## src/rtl/msbs_pkg.sv

```systemverilog
// ----------------------------------------------------------------------------
// msbs_pkg: shared definitions for the multi-signature byte scanner
// Sizes, operation codes and the record that passes from the match front end
// to the result back end through the hit queue.
// ----------------------------------------------------------------------------
package msbs_pkg;

    // Table geometry and scan window
    localparam int NUM_SIGS    = 8;
    localparam int MAX_SIG_LEN = 32;
    localparam int SCAN_LIMIT  = 65536;

    // Fixed field widths of the ports
    localparam int OP_FIELD_W   = 2;
    localparam int SLOT_FIELD_W = 3;
    localparam int POS_FIELD_W  = 5;
    localparam int BYTE_W       = 8;
    localparam int LEN_FIELD_W  = 6;
    localparam int OFFSET_W     = 16;

    // Derived internal widths
    localparam int SLOT_W     = $clog2(NUM_SIGS);
    localparam int BYTE_IDX_W = $clog2(MAX_SIG_LEN);
    localparam int LEN_W      = $clog2(MAX_SIG_LEN + 1);
    localparam int POS_W      = $clog2(SCAN_LIMIT + 1);

    // Hit queue between front and back
    localparam int QUEUE_DEPTH = 2;
    localparam int QPTR_W      = $clog2(QUEUE_DEPTH);

    typedef enum logic [OP_FIELD_W-1:0] {
        OP_LOAD_BYTE = 2'd0,
        OP_SET_LEN   = 2'd1,
        OP_SCAN      = 2'd2,
        OP_NEW_FILE  = 2'd3
    } t_msbs_op;

    // One scanned byte that hit at least one signature
    typedef struct packed {
        logic [NUM_SIGS-1:0]            hits;
        logic [OFFSET_W-1:0]            end_pos;
        logic [NUM_SIGS-1:0][LEN_W-1:0] lens;
    } t_msbs_entry;

    typedef struct packed {
        logic full;
        logic empty;
    } t_msbs_qstat;

endpackage

```

## src/rtl/msbs_queue.sv

```systemverilog
// ----------------------------------------------------------------------------
// msbs_queue: hit record queue
// Short first-in first-out store that decouples the comparator front end
// from the result back end.
// ----------------------------------------------------------------------------
module msbs_queue (
    input  logic                  i_clk,
    input  logic                  i_rst_n,
    input  logic                  i_push,
    input  msbs_pkg::t_msbs_entry i_entry,
    input  logic                  i_pop,
    output msbs_pkg::t_msbs_entry o_head,
    output msbs_pkg::t_msbs_qstat o_qstat
);

    localparam int QW = msbs_pkg::QPTR_W;

    msbs_pkg::t_msbs_entry r_mem [msbs_pkg::QUEUE_DEPTH];
    logic [QW:0]           r_wr;
    logic [QW:0]           r_rd;

    assign o_qstat.empty = (r_wr == r_rd);
    assign o_qstat.full  = (r_wr[QW] != r_rd[QW]) && (r_wr[QW-1:0] == r_rd[QW-1:0]);
    assign o_head        = r_mem[r_rd[QW-1:0]];

    always_ff @(posedge i_clk) begin
        if (!i_rst_n) begin
            r_wr <= '0;
            r_rd <= '0;
        end else begin
            if (i_push && !o_qstat.full) begin
                r_wr <= r_wr + 1'b1;
            end
            if (i_pop && !o_qstat.empty) begin
                r_rd <= r_rd + 1'b1;
            end
        end
    end

    always_ff @(posedge i_clk) begin
        if (i_push && !o_qstat.full) begin
            r_mem[r_wr[QW-1:0]] <= i_entry;
        end
    end

endmodule

```

## config.mk

```make
export PLATFORM = sky130hd
export DESIGN_NAME = msbs_queue
export DESIGN_NICKNAME = d
export VERILOG_FILES = /design/src/rtl/msbs_pkg.sv /design/src/rtl/msbs_queue.sv
export SDC_FILE = /design/constraint.sdc
export NUM_CORES = 1
export LEC_CHECK = 0
export BUFFER_PORTS_ARGS = -buffer_cell sky130_fd_sc_hd__buf_2
export CORE_ASPECT_RATIO = 0.9
export CORE_MARGIN = 4
export CORE_UTILIZATION = 35
export DETAILED_ROUTE_END_ITERATION = 10
export GPL_TIMING_DRIVEN = 0
export PLACE_DENSITY_LB_ADDON = 0.3
export SETUP_SLACK_MARGIN = 0.3
export SYNTH_ARGS = -nofsm -noshare
export SYNTH_HDL_FRONTEND = slang
export SYNTH_SLANG_ARGS = --single-unit
```

## constraint.sdc

```tcl
create_clock -name i_clk -period 6.2 [get_ports i_clk]
set_clock_uncertainty 0.2 [all_clocks]
set_input_delay 1.24 -clock i_clk [delete_from_list [all_inputs] [get_ports i_clk]]
set_output_delay 1.24 -clock i_clk [all_outputs]
set_load 0.03 [all_outputs]
```

After elaboration in Yosys (flattened, before gate mapping)
Memories as Yosys holds them, arrays and structs flattened. A register that Yosys moved wholly into a read port is not among the register bits.
Cells that the tools add are included.
{"block": "classes", "eq_ne": 3, "addsub": 2, "n_mux": 4, "reduce_logical": 5}
{"op": "adder 2 x 1 -> 2 bit (second input constant)", "count": 2}
{"op": "2-to-1 mux 1 bit", "count": 4}
{"op": "logical AND 1 bit", "count": 3}
{"op": "equality test 2 bit", "count": 1}
{"op": "zero test 1 bit", "count": 2}
{"op": "equality test 1 bit", "count": 1}
{"op": "!= test 1 bit", "count": 1}
{"block": "word_totals", "n_memories": 1, "out_inout_bits": 74, "regBits": 4, "in_bits": 76, "ramBits": 144}
{"memory": "r_mem", "words": 2, "word_bits": 72, "read_ports": 1, "rd_clocked_by_memory_dff": 1, "write_ports": 1, "line_no": "msbs_queue.sv:18", "source": "msbs_pkg::t_msbs_entry r_mem [msbs_pkg::QUEUE_DEPTH];"}

Logic depth before layout (Yosys ltp)
Gate-level depths: netlist of run 1.
{"block": "logic_depth", "ltp_word": 6, "mapped_depth": 4, "ltp_nobuf": 3}

Worst setup path after synthesis of run 1
No wires, ideal clock.
{"block": "synth_path", "path_kind": "input to register", "startpoint": "input i_push", "endpoint": "memory r_mem[1][0] (netlist bit), enable pin", "path_stages": 2, "required_time_ps": 5474, "arrival_time_ps": 4850, "setup_slack_ps": 624, "setup_ps": 526, "path_cell_list": "nand2_1 > a21oi_1"}
{"block": "synth_via", "elab_chain_len": 3}
{"element": "start: declaration", "line_no": "msbs_queue.sv:9", "source": "input logic i_push,"}
{"element": "logical AND 1 bit", "line_no": "msbs_queue.sv:41", "source": "if (i_push && !o_qstat.full) begin"}
{"element": "2-to-1 mux 1 bit", "line_no": "msbs_queue.sv:41"}
{"element": "2-to-1 mux 1 bit (implied by the code)", "line_no": "msbs_queue.sv:42", "source": "r_mem[r_wr[QW-1:0]] <= i_entry;"}
{"element": "end: declaration", "line_no": "msbs_queue.sv:18"}
No other way between the ends.

==> impl_metrics.csv, run 1 <==
group,metric,value,unit
run_status,status,"completed",
pwr,total_power,2.74,mW
timing,max-slew-margin-rel,59.1,%
pwr,ir_drop,0.248,mV
detailed_routing,num_vias,2922,
clocking,cts-buffers-inserted,17,
hold_path,worstHoldEndpoint,"r_rd[1]$_SDFFE_PN0P_",
place,place_worst_setup_slack,3240,ps
synthesis,ys_async_sr_fraction,0,%
clocking,clk_pin_slew,60,ps
pwr,leakage,2.73,nW
finish,nNetsFinal,504,
timing,fmax,301,MHz
setup_path,r2r-end,"r_mem[0][20]$_DFFE_PP_",
setup_path,critPathSlowestCell,"mux2_2",
clocking,hold_buffers,0,
die,initial_core_util,36.3,%
synthesis,syn_inst,256,
setup_path,crit_buf_inv,3,
global_route,grt_max_degree,39,
global_route,antenna_found_initial,1,
setup_path,path_delay_family,"buffers and inverters",
timing,fin_crit,3330,ps
synthesis,synth_nets,332,
setup_path,slowest_delay,380,ps
timing,hold_viol_final,0,
clocking,cts_resized,0,
place,place_congestion,0.732,
synthesis,synth_seq_area_share,81.3,%
hold_path,hold_class,"flop to flop",
die,die_h,126,microns
synthesis,yosys_warnings,0,
setup_path,cp.arrival,1890,ps
die,rows,42,
timing,whs,371,ps
finish,layout-drive-gt1-share,61.0,%
synthesis,yosys.area.top_type_share,79.4,%
clocking,cts_root_buf,"clkbuf_16",
synthesis,synth.distinct_cells,20,
setup_path,rr_startpoint,"r_rd[1]$_SDFFE_PN0P_",
die,fp.dieW,139,microns
setup_path,r2r.worst_path.cells,4,
place,placed_cells,607,
detailed_routing,drtPass1Iterations,4,
global_route,grtUsageTotal,12.5,%
timing,setup_ws,2870,ps
finish,areaGrowthSynthToFinish,32.8,%
setup_path,cp-end-kind,"primary output",
die,core_area,15000,sq um
setup_path,cp.depth,4,
die,num_io_pins,150,
finish,fin_cells,639,
synthesis,ys_ff_latch,149,
clocking,post_cts_buffers,0,
clocking,tritoncts,"built",
setup_path,worstPathCellList,"buf_2, buf_2, mux2_2, buf_2",
hold_path,min_from,"r_wr[1]$_SDFFE_PN0N_",
synthesis,syn_area,5440,sq um
global_route,grt-ovfl-total,0,
synthesis,yosys-top-cells-count,"edfxtp_1, mux2_2, buf_2",
setup_path,crit_fanout,10,
pwr,p_per_area,378,nW/um^2
timing,rsz0062_at_grt,"no",
synthesis,yosysMostFrequentCell,"edfxtp_1",
place,io_buffers,149,
global_route,grt_pass1_vias,3222,
clocking,clock_latency,410,ps
detailed_routing,drtIter0Drc,101,
job,drv_cap,0,
die,dieArea,17600,sq um
clocking,clock_path_buffers,2,
detailed_routing,wirelength,10700,microns
setup_path,cp.required,4760,ps
setup_path,start_kind,"flop",
clocking,htree_num_levels,4,
detailed_routing,drcViolationCount,0,
synthesis,synth.largest_area_cell,"edfxtp_1",
timing,tns,0,ps
place,dp_hpwl,7170,microns
synthesis,synth_edf_count,144,
timing,slew_viol_final,0,
synthesis,synthFlopType,"edfxtp_1",
finish,antenna_cells,0,
detailed_routing,ant_nets,0,
detailed_routing,viasPerCell,4.57,
hold_path,holdPathStages,2,
global_route,grt_pass1_wl,16800,microns
synthesis,syn_avg_cell_area,21.3,sq um
setup_path,path_common_cell,"buf_2",
setup_path,critPathKind,"flop to primary output",
timing,setup_violations,0,
synthesis,synthTopCellsByArea,"edfxtp_1, mux2_2, dfxtp_1",
detailed_routing,detail_route.wl_per_cell,16.7,microns
setup_path,reg2reg_slack,3980,ps
clocking,cts.sinks,149,
timing,timing.final.crit_share,53.6,%
timing,tightest_slew,614,ps
## routing by layer
layer / up-vias / track usage (%) / part of all wire [%]
met4: 2 / 5.01 / 1.3
met1: 1448 / 13.7 / 40
met5: - / 0 / 0.19
li1: 1356 / - / -
met3: 14 / 5.27 / 7.4
met2: 102 / 21.4 / 51
## worst register-to-register path: cells and delay by family, from the launching register on
family        cells  cell delay (ps)
xor+xnor          1              170
flops             1              440
buf+inv           1              310
simple gates      2              760
## where the power goes
| part | leakage, nW | total [mW] | switching (mW) | internal (mW) |
|---|---|---|---|---|
| Sequential | 1.39 | 1.21 | 0.0166 | 1.19 |
| Clock | 0.337 | 1.16 | 0.388 | 0.772 |
| Combinational | 1.01 | 0.370 | 0.241 | 0.129 |
## state kept, by name, indices dropped and copies added, names as in the netlist, named ones only
signal and cells:
r_mem 144, r_rd 2, r_wr 2
## kinds of logic after synthesis
group,count (synthesis),synth area share (%)
DFF,149,81.3
buffers and inverters,10,0.896
xor gates and xnor gates,3,0.621
AOI/OAI and AO/OA,8,0.942
and+or+nand+nor,12,1.01
muxes,74,15.3
## how the worst max path moves through the flow
| stage | endpoint | startpoint |
|---|---|---|
| after floorplan | r_mem[1][0]$_DFFE_PP_ | i_push |
| after global placement | r_mem[1][22]$_DFFE_PP_ | i_push |
| after detailed placement | r_mem[1][22]$_DFFE_PP_ | i_push |
| after CTS | o_head[67] | flop |
| after global routing | o_head[64] | flop |
| final | o_head[64] | flop |
## metrics by stage
| stage | utilization, % | instance area, sq um |
|---|---|---|
| after floorplan | - | 5440 |
| after global placement | 43.0 | 6440 |
| after detailed placement | 43.7 | 6550 |
| after CTS | 48.3 | 7230 |
| after global routing | 48.3 | 7230 |
| final | 48.3 | 7230 |
## layout make-up
type	count	area (sq um)
Multi-Input combinational cell	97	986
Fill cell	1290	7740
Sequential cell	149	4420
Tap cell	198	248
Inverter	1	3.75
Buffer	9	45.0
Clock inverter	10	190
Timing Repair Buffer	153	841
Clock buffer	22	494
## placed cells by master, fill, tap and decap left out, types with 2 or more instances in the layout
cell	count
mux2_2	72
mux2i_1	2
clkinv_4	2
nand2_1	4
edfxtp_1	144
buf_12	2
buf_16	2
bufinv_16	5
a31oi_1	2
dfxtp_1	5
clkbuf_8	5
o21ai_0	2
clkbuf_16	17
buf_2	157
nor2_1	5
a21boi_0	2
inv_6	2
No activity file was read; power rests on OpenSTA's default activity.
==> inputs of run 2 (changes only) <==
clock period = 3 ns   (was 6.2 ns; I/O delays follow)
==> run 2 against run 1 <==
  * Sequential power increased by 110%
  * Worst setup slack got worse by 2400 ps
  * Combinational power increased by 110%
  * Register-to-register slack got worse by 3400 ps
  * Critical path type unchanged
==> impl_metrics.csv, run 2 (synthesis gave the netlist of run 1 again) <==
group,metric,value,unit
timing,hold_viol_final,0,
global_route,grt-ovfl-total,0,
global_route,grt_use_met3,5.08,%
clocking,clock_latency,410,ps
clocking,post_cts_buffers,0,
timing,whs,174,ps
detailed_routing,drtIter0Drc,131,
setup_path,critPathKind,"flop to primary output",
pwr,p_per_area,727,nW/um^2
setup_path,reg2reg_slack,610,ps
setup_path,start_kind,"flop",
finish,largest_register_ffs,144,
clocking,clk_pin_slew,60,ps
setup_path,worstPathCellList,"clkbuf_4, buf_2, mux2_2, buf_2",
die,num_io_pins,150,
finish,layout_commonest_cell,"buf_2",
hold_path,min_from,"i_entry[21]",
setup_path,crit_fanout,10,
detailed_routing,ant_nets,0,
hold_path,hold_class,"primary input to flop",
global_route,grt_pass1_wl,16700,microns
die,core_area,15000,sq um
finish,fin_cells,638,
run_status,status,"completed",
setup_path,r2r-end,"r_mem[1][46]$_DFFE_PP_",
detailed_routing,detail_route.wl_per_cell,16.5,microns
global_route,top_usage_layer,"met2",
timing,timing.final.crit_share,84.9,%
pwr,leakage,2.63,nW
timing,tightest_slew,865,ps
setup_path,cp.arrival,1750,ps
job,drv_cap,0,
timing,slew_viol_final,0,
finish,areaGrowthSynthToFinish,29.8,%
place,dp_hpwl,7080,microns
setup_path,cp-end-kind,"primary output",
clocking,hold_buffers,0,
clocking,cts-buffers-inserted,17,
timing,fmax,393,MHz
finish,layout_common_cells,"buf_2, edfxtp_1, mux2_2, clkbuf_16",
timing,max-slew-margin-rel,42.2,%
detailed_routing,num_vias,2914,
global_route,grtUsageTotal,12.4,%
clocking,cts.sinks,149,
setup_path,path_common_cell,"buf_2",
setup_path,rr_startpoint,"r_rd[1]$_SDFFE_PN0P_",
global_route,grt_pass1_vias,3198,
global_route,grt_max_degree,50,
clocking,cts_root_buf,"clkbuf_16",
detailed_routing,drtPass1Iterations,4,
detailed_routing,drcViolationCount,0,
setup_path,critPathSlowestCell,"mux2_2",
clocking,htree_num_levels,4,
clocking,tritoncts,"built",
die,fp.dieW,139,microns
global_route,grt_util_met1,15.0,%
die,initial_core_util,36.3,%
place,place_area,6520,sq um
die,die_h,126,microns
hold_path,worstHoldEndpoint,"r_mem[0][21]$_DFFE_PP_",
die,dieArea,17600,sq um
hold_path,holdPathStages,1,
clocking,cts_resized,4,
pwr,ir_drop,0.394,mV
finish,layout-drive-gt1-share,59.1,%
clocking,clock_path_buffers,2,
finish,antenna_cells,0,
detailed_routing,viasPerCell,4.57,
setup_path,r2r.worst_path.cells,4,
place,placed_cells,606,
global_route,antenna_found_initial,1,
detailed_routing,wirelength,10500,microns
global_route,globalRouteMet2Util,20.0,%
place,place_congestion,0.715,
timing,setup_violations,0,
setup_path,slowest_delay,360,ps
setup_path,cp.required,2200,ps
timing,fin_crit,2550,ps
place,io_buffers,149,
finish,nNetsFinal,503,
die,rows,42,
finish,final_area,7060,sq um
timing,rsz0062_at_grt,"no",
[run 2: changes by cell type in the layout (fill, tap and decap cells not counted), moves of 4 or more]
cell / previous run / this run
buf_2: 157 / 150
clkbuf_1: 0 / 4
clkbuf_8: 5 / 0
bufinv_16: 5 / 1
buf_4: 0 / 4
clkinv_1: 0 / 4
[run 2: per-layer routing]
metal	vias up	part of all wire, %
met5	-	0.066
met4	2	1.4
met3	12	7.6
met2	113	48
met1	1430	43
li1	1357	-
[run 2: area by class of cell]
cell class / count / area, sq um
Buffer: 9 / 62.6
Clock buffer: 21 / 440
Clock inverter: 11 / 86.3
Fill cell: 1313 / 7910
Inverter: 1 / 3.75
Multi-Input combinational cell: 97 / 986
Sequential cell: 149 / 4420
Tap cell: 198 / 248
Timing Repair Buffer: 152 / 813
[run 2: report_power, final]
part           switching, mW  internal [mW]
combinational          0.496          0.267
sequential            0.0346           2.46
clock                  0.755           1.12
[run 2: how the worst max path moves through the flow]
stage | from | endpoint | slack (ps) | depth (start not counted)
6_report | flop | o_head[24] | 450 | 4
3_5_place_dp | i_push | r_mem[1][69]$_DFFE_PP_ | 360 | 5
3_3_place_gp | i_push | r_mem[1][69]$_DFFE_PP_ | -400 | 3
2_1_floorplan | i_push | r_mem[1][0]$_DFFE_PP_ | 450 | 2
4_1_cts | flop | o_head[1] | 300 | 4
5_1_grt | flop | o_head[24] | 340 | 4
[run 2: critical path: cells and delay by family, from the launching register on]
kind,cells,cell delay [ps]
multiplexers,1,360
flip-flops,1,300
buffers and inverters,3,670
[run 2: per-stage QoR]
step                      setup WS, ps  TNS, ps  util, %  total power, mW
after global routing               338        0     47.2             5.36
after detailed placement           356        0     43.5             3.31
after CTS                          298        0     47.1             5.22
final                              453        0     47.2             5.14
after floorplan                    446        0        -             3.04
after global placement            -401   -28550     43.1             3.28
