[src/rtl/msbs_pkg.sv]
// ----------------------------------------------------------------------------
// msbs_pkg: shared definitions for the multi-signature byte scanner
// Sizes, operation codes and the record that passes from the match front end
// to the result back end through the hit queue.
// ----------------------------------------------------------------------------
package msbs_pkg;

    // Table geometry and scan window
    localparam int NUM_SIGS    = 8;
    localparam int MAX_SIG_LEN = 32;
    localparam int SCAN_LIMIT  = 65536;

    // Fixed field widths of the ports
    localparam int OP_FIELD_W   = 2;
    localparam int SLOT_FIELD_W = 3;
    localparam int POS_FIELD_W  = 5;
    localparam int BYTE_W       = 8;
    localparam int LEN_FIELD_W  = 6;
    localparam int OFFSET_W     = 16;

    // Derived internal widths
    localparam int SLOT_W     = $clog2(NUM_SIGS);
    localparam int BYTE_IDX_W = $clog2(MAX_SIG_LEN);
    localparam int LEN_W      = $clog2(MAX_SIG_LEN + 1);
    localparam int POS_W      = $clog2(SCAN_LIMIT + 1);

    // Hit queue between front and back
    localparam int QUEUE_DEPTH = 2;
    localparam int QPTR_W      = $clog2(QUEUE_DEPTH);

    typedef enum logic [OP_FIELD_W-1:0] {
        OP_LOAD_BYTE = 2'd0,
        OP_SET_LEN   = 2'd1,
        OP_SCAN      = 2'd2,
        OP_NEW_FILE  = 2'd3
    } t_msbs_op;

    // One scanned byte that hit at least one signature
    typedef struct packed {
        logic [NUM_SIGS-1:0]            hits;
        logic [OFFSET_W-1:0]            end_pos;
        logic [NUM_SIGS-1:0][LEN_W-1:0] lens;
    } t_msbs_entry;

    typedef struct packed {
        logic full;
        logic empty;
    } t_msbs_qstat;

endpackage

[src/rtl/msbs_back.sv]
// ----------------------------------------------------------------------------
// msbs_back: result sequencer
// Walks the hit bits of the queue head in ascending slot order and drives one
// result per cycle, while the receiver is ready, through the output register.
// ----------------------------------------------------------------------------
module msbs_back (
    input  logic                                  i_clk,
    input  logic                                  i_rst_n,
    input  msbs_pkg::t_msbs_entry                 i_head,
    input  msbs_pkg::t_msbs_qstat                 i_qstat,
    output logic                                  o_pop,
    output logic                                  o_valid,
    input  logic                                  i_ready,
    output logic [msbs_pkg::SLOT_FIELD_W-1:0]     o_match_slot,
    output logic [msbs_pkg::OFFSET_W-1:0]         o_match_offset,
    output logic [msbs_pkg::LEN_FIELD_W-1:0]      o_match_length,
    output logic                                  o_last
);

    localparam int NS = msbs_pkg::NUM_SIGS;

    logic [NS-1:0]                       r_done;
    logic                                r_valid;
    logic [msbs_pkg::SLOT_FIELD_W-1:0]   r_slot;
    logic [msbs_pkg::OFFSET_W-1:0]       r_offset;
    logic [msbs_pkg::LEN_FIELD_W-1:0]    r_length;
    logic                                r_last;

    logic [NS-1:0]                       rem;
    logic [NS-1:0]                       pick;
    logic [msbs_pkg::SLOT_W-1:0]         sel;
    logic [msbs_pkg::LEN_W-1:0]          len;
    logic                                adv;
    logic                                fire;
    logic                                fin;

    assign rem  = i_head.hits & ~r_done;
    assign pick = rem & (~rem + 1'b1);

    always_comb begin
        sel = '0;
        for (int s = NS - 1; s >= 0; s--) begin
            if (rem[s]) begin
                sel = msbs_pkg::SLOT_W'(s);
            end
        end
    end

    assign len   = i_head.lens[sel];
    assign adv   = !r_valid || i_ready;
    assign fire  = adv && !i_qstat.empty;
    assign fin   = ((rem & ~pick) == '0);
    assign o_pop = fire && fin;

    always_ff @(posedge i_clk) begin
        if (!i_rst_n) begin
            r_valid <= 1'b0;
            r_done  <= '0;
        end else begin
            if (adv) begin
                r_valid <= fire;
            end
            if (fire) begin
                r_done <= fin ? '0 : (r_done | pick);
            end
        end
    end

    always_ff @(posedge i_clk) begin
        if (fire) begin
            r_slot   <= msbs_pkg::SLOT_FIELD_W'(sel);
            r_offset <= i_head.end_pos - msbs_pkg::OFFSET_W'(len);
            r_length <= msbs_pkg::LEN_FIELD_W'(len);
            r_last   <= fin;
        end
    end

    assign o_valid        = r_valid;
    assign o_match_slot   = r_slot;
    assign o_match_offset = r_offset;
    assign o_match_length = r_length;
    assign o_last         = r_last;

endmodule

[config.mk]
export PLATFORM = sky130hd
export DESIGN_NAME = msbs_back
export DESIGN_NICKNAME = d
export VERILOG_FILES = /design/src/rtl/msbs_pkg.sv /design/src/rtl/msbs_back.sv
export SDC_FILE = /design/constraint.sdc
export NUM_CORES = 1
export LEC_CHECK = 0
export BUFFER_PORTS_ARGS = -buffer_cell sky130_fd_sc_hd__buf_2
export CORE_MARGIN = 4
export CORE_UTILIZATION = 25
export DETAILED_ROUTE_END_ITERATION = 10
export PLACE_DENSITY_LB_ADDON = 0.08
export SYNTH_ARGS = -nofsm -noshare
export SYNTH_HDL_FRONTEND = slang
export SYNTH_SLANG_ARGS = --single-unit
[constraint.sdc]
create_clock -name i_clk -period 7 [get_ports i_clk]
set_input_delay 0.35 -clock i_clk [delete_from_list [all_inputs] [get_ports i_clk]]
set_output_delay 0.35 -clock i_clk [all_outputs]
set_load 0.02 [all_outputs]
## Yosys cells after proc, flatten, opt, wreduce, memory -nomap -nowiden

Cells that the tools add are included.

| operators by class | value |
|---|---|
| add/sub/neg operators | 2 |
| order comparisons | 1 |
| muxes and demuxes | 11 |
| bitwise logic cells | 7 |
| reduce and logical (&&, ||, !) cells | 6 |

Operators with widths:

| kind | count |
|---|---|
| $and 8x8->8 | 3 |
| $mux 3 | 8 |
| $not 8->8 | 3 |
| $bmux 6 s3 | 1 |
| $sub 16x6->16 | 1 |
| $add 8x1->8 const B | 1 |
| $logic_not 8->1 | 1 |
| $mux 8 | 1 |
| $or 8x8->8 | 1 |
| $mux 6 | 1 |
| $lt 3x4->1 const B | 1 |
| $logic_and 1x1->1 | 2 |
| $logic_not 1->1 | 2 |
| $logic_or 1x1->1 | 1 |

| word-level totals | value |
|---|---|
| register bits after elaboration | 35 |
| output and inout port bits | 28 |
| logic and storage cells | 33 |

## Longest topological paths before layout

Gate-level depths: netlist (run 1).

| depth | value |
|---|---|
| word-level depth | 13 |
| gate-level depth with buffers | 16 |
| mapped depth without buffers | 15 |

## Least setup slack after synthesis (run 1)

OpenSTA, ideal clock, no wires.

| timing | value |
|---|---|
| kind | input-to-reg |
| from | in i_head[71] (netlist bit) |
| to | reg r_offset, in the netlist o_match_offset[14] (data pin) |
| library setup time | 0.258 ns |
| data arrival time | 2.990 ns |
| required time | 6.742 ns |
| path slack | 3.752 ns |
| stages on the path | 16 |
| buffers on the path | 1 |
| cell sequence | nor2b_2 > a211oi_1 > o21a_1 > buf_4 > inv_2 > o221ai_1 > a21oi_1 > or2_1 > ha_1 > inv_1 > fa_1 > a21o_1 > a21oi_1 > o21ai_1 > or3_1 > xnor2_1 |

| on the way | value |
|---|---|
| word-level cells in the longest chain between the ends | 12 |

RTL lines:

| item | line | RTL |
|---|---|---|
| start: declaration | msbs_back.sv:9 | `input msbs_pkg::t_msbs_entry i_head,` |
| $and 8x8->8 | msbs_back.sv:37 | `assign rem = i_head.hits & ~r_done;` |
| $mux 3 (8 in series) | msbs_back.sv:43 | `if (rem[s]) begin` |
| net sel (one bit) | msbs_back.sv:31 | `logic [msbs_pkg::SLOT_W-1:0] sel;` |
| $bmux 6 s3 | msbs_back.sv:49 | `assign len = i_head.lens[sel];` |
| $mux 6 (not written as such) | msbs_back.sv:49 |  |
| net len (one bit) | msbs_back.sv:32 | `logic [msbs_pkg::LEN_W-1:0] len;` |
| $sub 16x6->16 | msbs_back.sv:72 | `r_offset <= i_head.end_pos - msbs_pkg::OFFSET_W'(len);` |
| end signal: assignment | msbs_back.sv:72 |  |
| end: declaration | msbs_back.sv:25 | `logic [msbs_pkg::OFFSET_W-1:0] r_offset;` |

The timed path passes the listed nets, and every way through them passes these cells. The select of a mux whose other input is x is not followed.
A chain may end at the register's enable or synchronous reset.

## Worst setup path in the final report (run 1)

| timing | value |
|---|---|
| from | reg r_done[2] |
| to | reg r_offset, in the netlist o_match_offset[14] (data pin) |

| on the way | value |
|---|---|
| word-level cells in the longest chain between the ends | 8 |

RTL lines:

| item | line | RTL |
|---|---|---|
| start: declaration | msbs_back.sv:22 | `logic [NS-1:0] r_done;` |
| start signal: assignment | msbs_back.sv:64 | `r_done <= fin ? '0 : (r_done \| pick);` |
| $not 8->8 | msbs_back.sv:37 |  |
| $and 8x8->8 | msbs_back.sv:37 |  |
| $mux 3 (3 in series) | msbs_back.sv:43 |  |
| $bmux 6 s3 | msbs_back.sv:49 |  |
| $mux 6 (not written as such) | msbs_back.sv:49 |  |
| net len (one bit) | msbs_back.sv:32 |  |
| $sub 16x6->16 | msbs_back.sv:72 |  |

The timed path passes the listed nets, and every way through them passes these cells. The select of a mux whose other input is x is not followed.

==> Flow_metrics.wiki, run 1 <==
{| class="wikitable"
! Metric !! Value
|-
| Type of the worst setup path || register to register
|-
| Syn Inst Count || 217
|-
| CTS max path bufs || 2
|-
| Clock-pin slew on the worst setup and hold paths || 0.07 ns
|-
| Result of the run || completed
|-
| Launching instance or port of the critical path || r_done[2]
|-
| Post-detail-place hpwl || 4.737 mm
|-
| Tightest Pin Transition || 0.9976 ns
|-
| Vias in the first global route || 1968
|-
| Share of synthesized registers carrying an async set or reset || 0
|-
| Number of pins with negative max-slew slack in the final report || 0
|-
| Maximum fanout along the worst path || 12
|-
| Worst-case clock skew || 0.006944 ns
|-
| Post-Layout Cell Count || 424
|-
| Core area || 0.008217 mm^2
|-
| Relative max-transition margin || 0.3305
|-
| Count of state elements after synthesis || 35
|-
| Count of cell types in the netlist || 43
|-
| DIE AREA || 0.01000 mm^2
|-
| Die extent in x || 100.0 um
|-
| # H-tree levels || 2
|-
| Average cell area after synthesis || 9.756 um^2
|-
| Netlist area before placement || 0.002117 mm^2
|-
| Post-Place Cells || 416
|-
| Total via count in the routed design || 1961
|-
| Detailed Route WL || 5.911 mm
|-
| Clock sink count || 35
|-
| Max rail drop VDD || 0.00007009 V
|-
| Largest net degree at the start of global routing || 33
|-
| Die H || 100.0 um
|-
| Top achievable clock speed || 0.2472 GHz
|-
| Number of diodes added for antenna fixing || 0
|-
| Total of endpoints with negative setup slack in the final report || 0
|-
| Total nets after synthesis || 302
|-
| Global-route wire length before repair || 9.563 mm
|-
| Post-layout net count || 403
|-
| Worst Hold Class || input port to register
|-
| Post-detailed-route DRC marker count || 0
|-
| Port Buffers || 103
|-
| Detail-routed net length per standard cell || 13.94 um
|-
| CTS tree || yes
|-
| Total congestion overflow after global routing || 0
|-
| Number of hold violations in the final report || 0
|-
| Post-CTS Setup Repair Bufs || 0
|-
| Fraction of final layout cells with drive strength greater than 1 || 0.3762
|-
| Power Density || 210.5 mW/mm^2
|-
| Worst setup EP type || register
|-
| Unrepaired setup endpoints after global routing || false
|-
| Max-capacitance violation count || 0
|-
| Crit path launch type || register
|-
| Total of hold buffers inserted after clock tree synthesis || 0
|-
| GRT Resource Usage Total || 0.1210
|-
| Fraction of the yosys area taken by sequential cells || 0.4539
|-
| Post-DRT Antenna Nets || 0
|-
| Top-level port count || 105
|-
| CTS Buf Count || 5
|-
| Worst hold start || i_qstat[0]
|-
| Required time of the worst setup path || 7.05 ns
|-
| Worst hold path cell count || 2
|-
| Data arrival time of the critical path || 4.09 ns
|-
| Mean number of vias per cell || 4.625
|-
| Dominant synthesized flop cell || sky130_fd_sc_hd__edfxtp_1
|-
| Final setup TNS || 0 ns
|-
| Crit share post-route || 0.5780
|-
| Starting utilization of the core area || 0.2577
|-
| Final critical path time including I/O delays and setup || 4.046 ns
|-
| FF-to-FF path depth || 14
|-
| Initial antenna violation count || 0
|-
| Static Leakage || 1.224 nW
|-
| Skew-Pair Late Insertion Delay || 0.29 ns
|-
| Number of placement rows || 33
|-
| Total number of yosys warnings || 0
|-
| CTS-repair resized insts || 0
|-
| Number of synthesized flops with an enable pin || 26
|-
| First-iteration detailed-routing DRC count || 51
|-
| Clock Tree Root || sky130_fd_sc_hd__clkbuf_8
|-
| Final RePlAce weighted congestion || 0.7011
|-
| Count of TritonRoute iterations in the first routing pass || 4
|-
| Layout overhead on the synthesized area || 32.92%
|-
| RR Startpoint || r_done[2]
|}
layer usage:
| metal | wire [um] | track usage | vias up | share of wire |
|---|---|---|---|---|
| li1 | - | - | 1012 | - |
| met1 | 2663 | 0.1526 | 881 | 0.45 |
| met2 | 2784 | 0.2063 | 60 | 0.47 |
| met3 | 390 | 0.03127 | 8 | 0.066 |
| met4 | 72 | 0.03109 | 0 | 0.012 |
| met5 | 0 | 0 | - | 0 |
flip-flops by register name, indices dropped and copies added (netlist names):
signal / count
o_match_offset: 16
r_done: 8
o_match_length: 6
o_match_slot: 3
o_last: 1
o_valid: 1
kinds of logic after synthesis:
logic type | count (synthesis) | share of synthesized area
flops | 35 | 0.4539
simple gates | 75 | 0.1880
compound gates | 71 | 0.2193
buf+inv | 14 | 0.02896
xor+xnor | 13 | 0.05378
fa+ha+maj | 9 | 0.05614
path summary, 6_finish.rpt:
| kind | to | slack, ns |
|---|---|---|
| hold reg to reg | r_done[0] | 0.46 |
| setup / recovery | o_match_offset[14] | 2.95 |
| hold / removal | o_valid | 0.29 |
| setup reg to reg | o_match_offset[14] | 2.95 |
report_power, final:
part | total (mW) | switching [mW] | internal [mW]
Clock | 0.147 | 0.0770 | 0.0696
Combinational | 0.189 | 0.114 | 0.0752
Sequential | 0.257 | 0.00449 | 0.252
per-stage QoR:
| step | utilization | hold WS (ns) | area [um^2] | setup WS (ns) | total power, mW |
|---|---|---|---|---|---|
| floorplan | - | 0.4280 | 2117 | 3.752 | 0.3886 |
| finish | 0.3425 | 0.2908 | 2814 | 2.954 | 0.5922 |
| global placement | 0.3321 | 0.4387 | 2729 | 2.742 | 0.4540 |
| CTS | 0.3425 | 0.2835 | 2814 | 2.903 | 0.6039 |
| detailed placement | 0.3321 | 0.4488 | 2729 | 2.751 | 0.4542 |
| global route | 0.3425 | 0.3013 | 2814 | 2.477 | 0.6335 |
synthesized netlist by cell type (6+ instances only):
| cell | count | area, um^2 |
|---|---|---|
| sky130_fd_sc_hd__nand2b_1 | 10 | 62.56 |
| sky130_fd_sc_hd__a21oi_1 | 21 | 105.1 |
| sky130_fd_sc_hd__dfxtp_1 | 9 | 180.2 |
| sky130_fd_sc_hd__o22ai_1 | 8 | 50.05 |
| sky130_fd_sc_hd__nor2_1 | 16 | 60.06 |
| sky130_fd_sc_hd__o21ai_1 | 8 | 40.04 |
| sky130_fd_sc_hd__ha_1 | 7 | 87.58 |
| sky130_fd_sc_hd__o221ai_1 | 7 | 61.31 |
| sky130_fd_sc_hd__xor2_1 | 8 | 70.07 |
| sky130_fd_sc_hd__edfxtp_1 | 26 | 780.8 |
| sky130_fd_sc_hd__o31ai_1 | 6 | 45.04 |
| sky130_fd_sc_hd__nand2_1 | 24 | 90.09 |
layout by cell type, fill, tap and decap left out, types with 6 or more instances in the layout:
cell                       count
sky130_fd_sc_hd__dfxtp_1       9
sky130_fd_sc_hd__a21oi_1      21
sky130_fd_sc_hd__nor2_1       16
sky130_fd_sc_hd__ha_1          7
sky130_fd_sc_hd__nand2b_1     10
sky130_fd_sc_hd__nand2_1      24
sky130_fd_sc_hd__o21ai_1       8
sky130_fd_sc_hd__buf_2       103
sky130_fd_sc_hd__xor2_1        8
sky130_fd_sc_hd__o221ai_1      7
sky130_fd_sc_hd__edfxtp_1     26
sky130_fd_sc_hd__o22ai_1       8
sky130_fd_sc_hd__o31ai_1       6
worst max-delay path: stages, from the launching register on:
cell                       delay, ns
sky130_fd_sc_hd__dfxtp_1        0.31
sky130_fd_sc_hd__nand2b_1       0.20
sky130_fd_sc_hd__and2_1         0.22
sky130_fd_sc_hd__a21oi_1        0.68
sky130_fd_sc_hd__o221ai_1       0.25
sky130_fd_sc_hd__a21oi_1        0.15
sky130_fd_sc_hd__or2_1          0.18
sky130_fd_sc_hd__ha_1           0.22
sky130_fd_sc_hd__inv_1          0.07
sky130_fd_sc_hd__fa_1           0.40
sky130_fd_sc_hd__a21o_1         0.17
sky130_fd_sc_hd__a21oi_1        0.22
sky130_fd_sc_hd__o21ai_1        0.22
sky130_fd_sc_hd__or3_1          0.37
sky130_fd_sc_hd__xnor2_1        0.13
area by class of cell:
class	count	area, um^2
clock buffers	6	72.57
clock inverters	2	12.51
fillers	899	5403
inverters	5	18.77
multi-input cells	168	1102
flip-flops and latches	35	960.9
well taps	105	131.4
repair buffers	103	515.5
Note: power is estimated with default switching activity, not from simulation.
==> inputs of run 2 (changes only) <==
- clock period: 7 -> 3.6 ns (I/O delays scaled with it)
==> run 2 against run 1 <==
Net effect: power grew 110%; clock skew fell by 0.0043 ns; non-clock buffer count up 13; worst setup slack lost 2.7 ns; critical endpoint is now o_match_offset[10]; critical path depth rose by 1; utilization grew 1.8 points; clock power is 140% higher; sequential cell count is the same.
==> Flow_metrics.wiki, run 2 (synthesis gave the netlist of run 1 again) <==
{| class="wikitable"
! Metric !! Value
|-
| Result of the run || completed (unchanged)
|-
| Detail-routed net length per standard cell || 13.84 um (was 13.94 um)
|-
| Required time of the worst setup path || 3.63 ns (was 7.05 ns)
|-
| Worst setup EP type || register (unchanged)
|-
| Total of endpoints with negative setup slack in the final report || 0 (unchanged)
|-
| Post-CTS Setup Repair Bufs || 0 (unchanged)
|-
| Smallest setup slack after layout || 0.2676 ns (was 2.954 ns)
|-
| Ordered cell list for the critical path || nand2b_1 -> and2_1 -> a21oi_2 -> o221ai_1 -> a21oi_1 -> or2_1 -> ha_1 -> inv_1 -> fa_1 -> a21o_1 -> a21oi_1 -> o21ai_1 -> buf_4 -> nor3_1 -> xor2_1 (was nand2b_1 -> and2_1 -> a21oi_1 -> o221ai_1 -> a21oi_1 -> or2_1 -> ha_1 -> inv_1 -> fa_1 -> a21o_1 -> a21oi_1 -> o21ai_1 -> or3_1 -> xnor2_1)
|-
| Clock-pin slew on the worst setup and hold paths || 0.08 ns (was 0.07 ns)
|-
| Tightest Pin Transition || 0.3852 ns (was 0.9976 ns)
|-
| Number of hold violations in the final report || 0 (unchanged)
|-
| Crit path launch type || register (unchanged)
|-
| Worst-case clock skew || 0.002677 ns (was 0.006944 ns)
|-
| Reg-to-reg setup timing slack || 0.27 ns (was 2.95 ns)
|-
| Final RePlAce weighted congestion || 0.7386 (was 0.7011)
|-
| Count of TritonRoute iterations in the first routing pass || 4 (unchanged)
|-
| Clock sink count || 35 (unchanged)
|-
| Max rail drop VDD || 0.0001259 V (was 0.00007009 V)
|-
| Top-level port count || 105 (unchanged)
|-
| Total congestion overflow after global routing || 0 (unchanged)
|-
| Port Buffers || 103 (unchanged)
|-
| CTS max path bufs || 2 (unchanged)
|-
| Final setup TNS || 0 ns (unchanged)
|-
| Post-layout net count || 416 (was 403)
|-
| Post-DRT Antenna Nets || 0 (unchanged)
|-
| Unrepaired setup endpoints after global routing || false (unchanged)
|-
| Number of fillers in the final layout || 877 (was 899)
|-
| Static Leakage || 1.306 nW (was 1.224 nW)
|-
| Post-layout power || 1.250 mW (was 592.2 uW)
|-
| Max-capacitance violation count || 0 (unchanged)
|-
| Top routing layer used || met4 (unchanged)
|-
| Fraction of final layout cells with drive strength greater than 1 || 0.4187 (was 0.3762)
|-
| Post-Place Cells || 429 (was 416)
|-
| Standard cell area after detailed placement || 0.002826 mm^2 (was 0.002729 mm^2)
|-
| Worst Hold Class || input port to register (unchanged)
|-
| Maximum fanout along the worst path || 5 (was 12)
|-
| Final critical path time including I/O delays and setup || 3.332 ns (was 4.046 ns)
|-
| Number of flip-flops in the largest register || 16 (unchanged)
|-
| CP Buf/Inv Count || 2 (was 1)
|-
| Most frequent standard cell in the layout excluding fill and tap cells || sky130_fd_sc_hd__buf_2 (unchanged)
|-
| Skew-Pair Late Insertion Delay || 0.28 ns (was 0.29 ns)
|-
| Maximum single-stage delay on the critical path || 0.40 ns (was 0.68 ns)
|-
| Post-Layout Inst Area || 0.002959 mm^2 (was 0.002814 mm^2)
|-
| Relative max-transition margin || 0.7410 (was 0.3305)
|-
| CP dominant cell by count || sky130_fd_sc_hd__a21oi_1 (unchanged)
|-
| Mean number of vias per cell || 4.634 (was 4.625)
|-
| Total via count in the routed design || 2025 (was 1961)
|-
| Number of pins with negative max-slew slack in the final report || 0 (unchanged)
|-
| First-iteration detailed-routing DRC count || 38 (was 51)
|-
| Vias in the first global route || 2011 (was 1968)
|-
| Clock Tree Root || sky130_fd_sc_hd__clkbuf_8 (unchanged)
|-
| Type of the worst setup path || register to register (unchanged)
|-
| Global-route wire length before repair || 9.390 mm (was 9.563 mm)
|-
| Largest net degree at the start of global routing || 24 (was 33)
|-
| Number of diodes added for antenna fixing || 0 (unchanged)
|-
| Number of placement rows || 33 (unchanged)
|-
| Post-Route Hold Slack || 0.1273 ns (was 0.2908 ns)
|-
| GRT Resource Usage Total || 0.1186 (was 0.1210)
|-
| Sum of met2 wire segment lengths after detailed routing || 2.922 mm (was 2.784 mm)
|-
| Family with the most delay on the worst path || compound AO/OA/AOI/OAI gates (unchanged)
|-
| Layout overhead on the synthesized area || 39.78% (was 32.92%)
|-
| DIE AREA || 0.01000 mm^2 (unchanged)
|-
| Cell with the largest stage delay on the worst path || sky130_fd_sc_hd__fa_1 (was sky130_fd_sc_hd__a21oi_1)
|-
| Flip-flop and latch area || 960.9 um^2 (unchanged)
|-
| CTS tree || yes (unchanged)
|-
| Starting utilization of the core area || 0.2577 (unchanged)
|-
| Wire length on met1 || 2.641 mm (was 2.663 mm)
|-
| Crit share post-route || 0.9257 (was 0.5780)
|-
| # H-tree levels || 2 (unchanged)
|-
| Power Density || 422.5 mW/mm^2 (was 210.5 mW/mm^2)
|-
| Post-Layout Cell Count || 437 (was 424)
|-
| Post-detailed-route DRC marker count || 0 (unchanged)
|-
| Met3 wire length || 448 um (was 390 um)
|-
| Data arrival time of the critical path || 3.36 ns (was 4.09 ns)
|-
| Most frequent cells in the layout || 103 x sky130_fd_sc_hd__buf_2, 26 x sky130_fd_sc_hd__edfxtp_1, 24 x sky130_fd_sc_hd__nand2_1, 19 x sky130_fd_sc_hd__a21oi_1, 16 x sky130_fd_sc_hd__nor2_1 (was 103 x sky130_fd_sc_hd__buf_2, 26 x sky130_fd_sc_hd__edfxtp_1, 24 x sky130_fd_sc_hd__nand2_1, 21 x sky130_fd_sc_hd__a21oi_1, 16 x sky130_fd_sc_hd__nor2_1)
|-
| Worst setup slack before clock tree synthesis || 0.1581 ns (was 2.751 ns)
|-
| Final standard cell utilization of the core || 0.3601 (was 0.3425)
|-
| Core area || 0.008217 mm^2 (unchanged)
|-
| Area used by multi-input combinational logic || 0.001122 mm^2 (was 0.001102 mm^2)
|-
| Detailed Route WL || 6.047 mm (was 5.911 mm)
|-
| CTS Buf Count || 5 (unchanged)
|-
| Die H || 100.0 um (unchanged)
|-
| Die extent in x || 100.0 um (unchanged)
|-
| Top achievable clock speed || 0.3001 GHz (was 0.2472 GHz)
|-
| Post-detail-place hpwl || 4.991 mm (was 4.737 mm)
|-
| Initial antenna violation count || 0 (unchanged)
|}
[run 2: cell count changes in the layout (fill, tap and decap cells not counted), sizes merged]
cell,before,now
clkinvlp,1,0
buf,103,116
bufinv,0,1
clkinv,1,2
clkbuf,6,5
[run 2: layout make-up]
| cell class | count | share of cell area |
|---|---|---|
| clock inverter | 3 | 0.01480 |
| sequential | 35 | 0.3247 |
| inverter | 5 | 0.006342 |
| timing repair buffer | 116 | 0.2072 |
| multi-input combinational | 168 | 0.3793 |
| tap | 105 | 0.04440 |
| clock buffer | 5 | 0.02326 |
[run 2: timing repair]
item / CTS / global route
hold buffers: 0 / 0
setup endpoints to repair: 0 / 9
resized for setup: 0 / 5
hold endpoints to repair: 0 / 0
[run 2: worst register-to-register path: cells and delay by family, from the launching register on]
kind,cells,cell delay (ns)
compound gates,6,1.00
simple gates,4,0.79
fa+ha+maj,2,0.63
flops,1,0.31
buf+inv,2,0.24
xor+xnor,1,0.10
[run 2: routing by layer]
metal | track usage | vias up
li1 | - | 1043
met1 | 0.1390 | 917
met2 | 0.2073 | 63
met3 | 0.04656 | 2
met4 | 0.02176 | 0
met5 | 0 | -
[run 2: final timing paths]
path	from	end	depth (start not counted)
worst max-delay path	r_done[2]	o_match_offset[10]	15
worst min-delay path	i_qstat[0]	o_valid	2
worst max register to register	r_done[2]	o_match_offset[10]	15
worst min register to register	r_done[0]	r_done[0]	2
[run 2: report_power, final]
part	internal, mW	leakage (nW)	switching [mW]
Clock	0.206	0.0581	0.150
Sequential	0.490	0.327	0.00951
Combinational	0.165	0.921	0.229
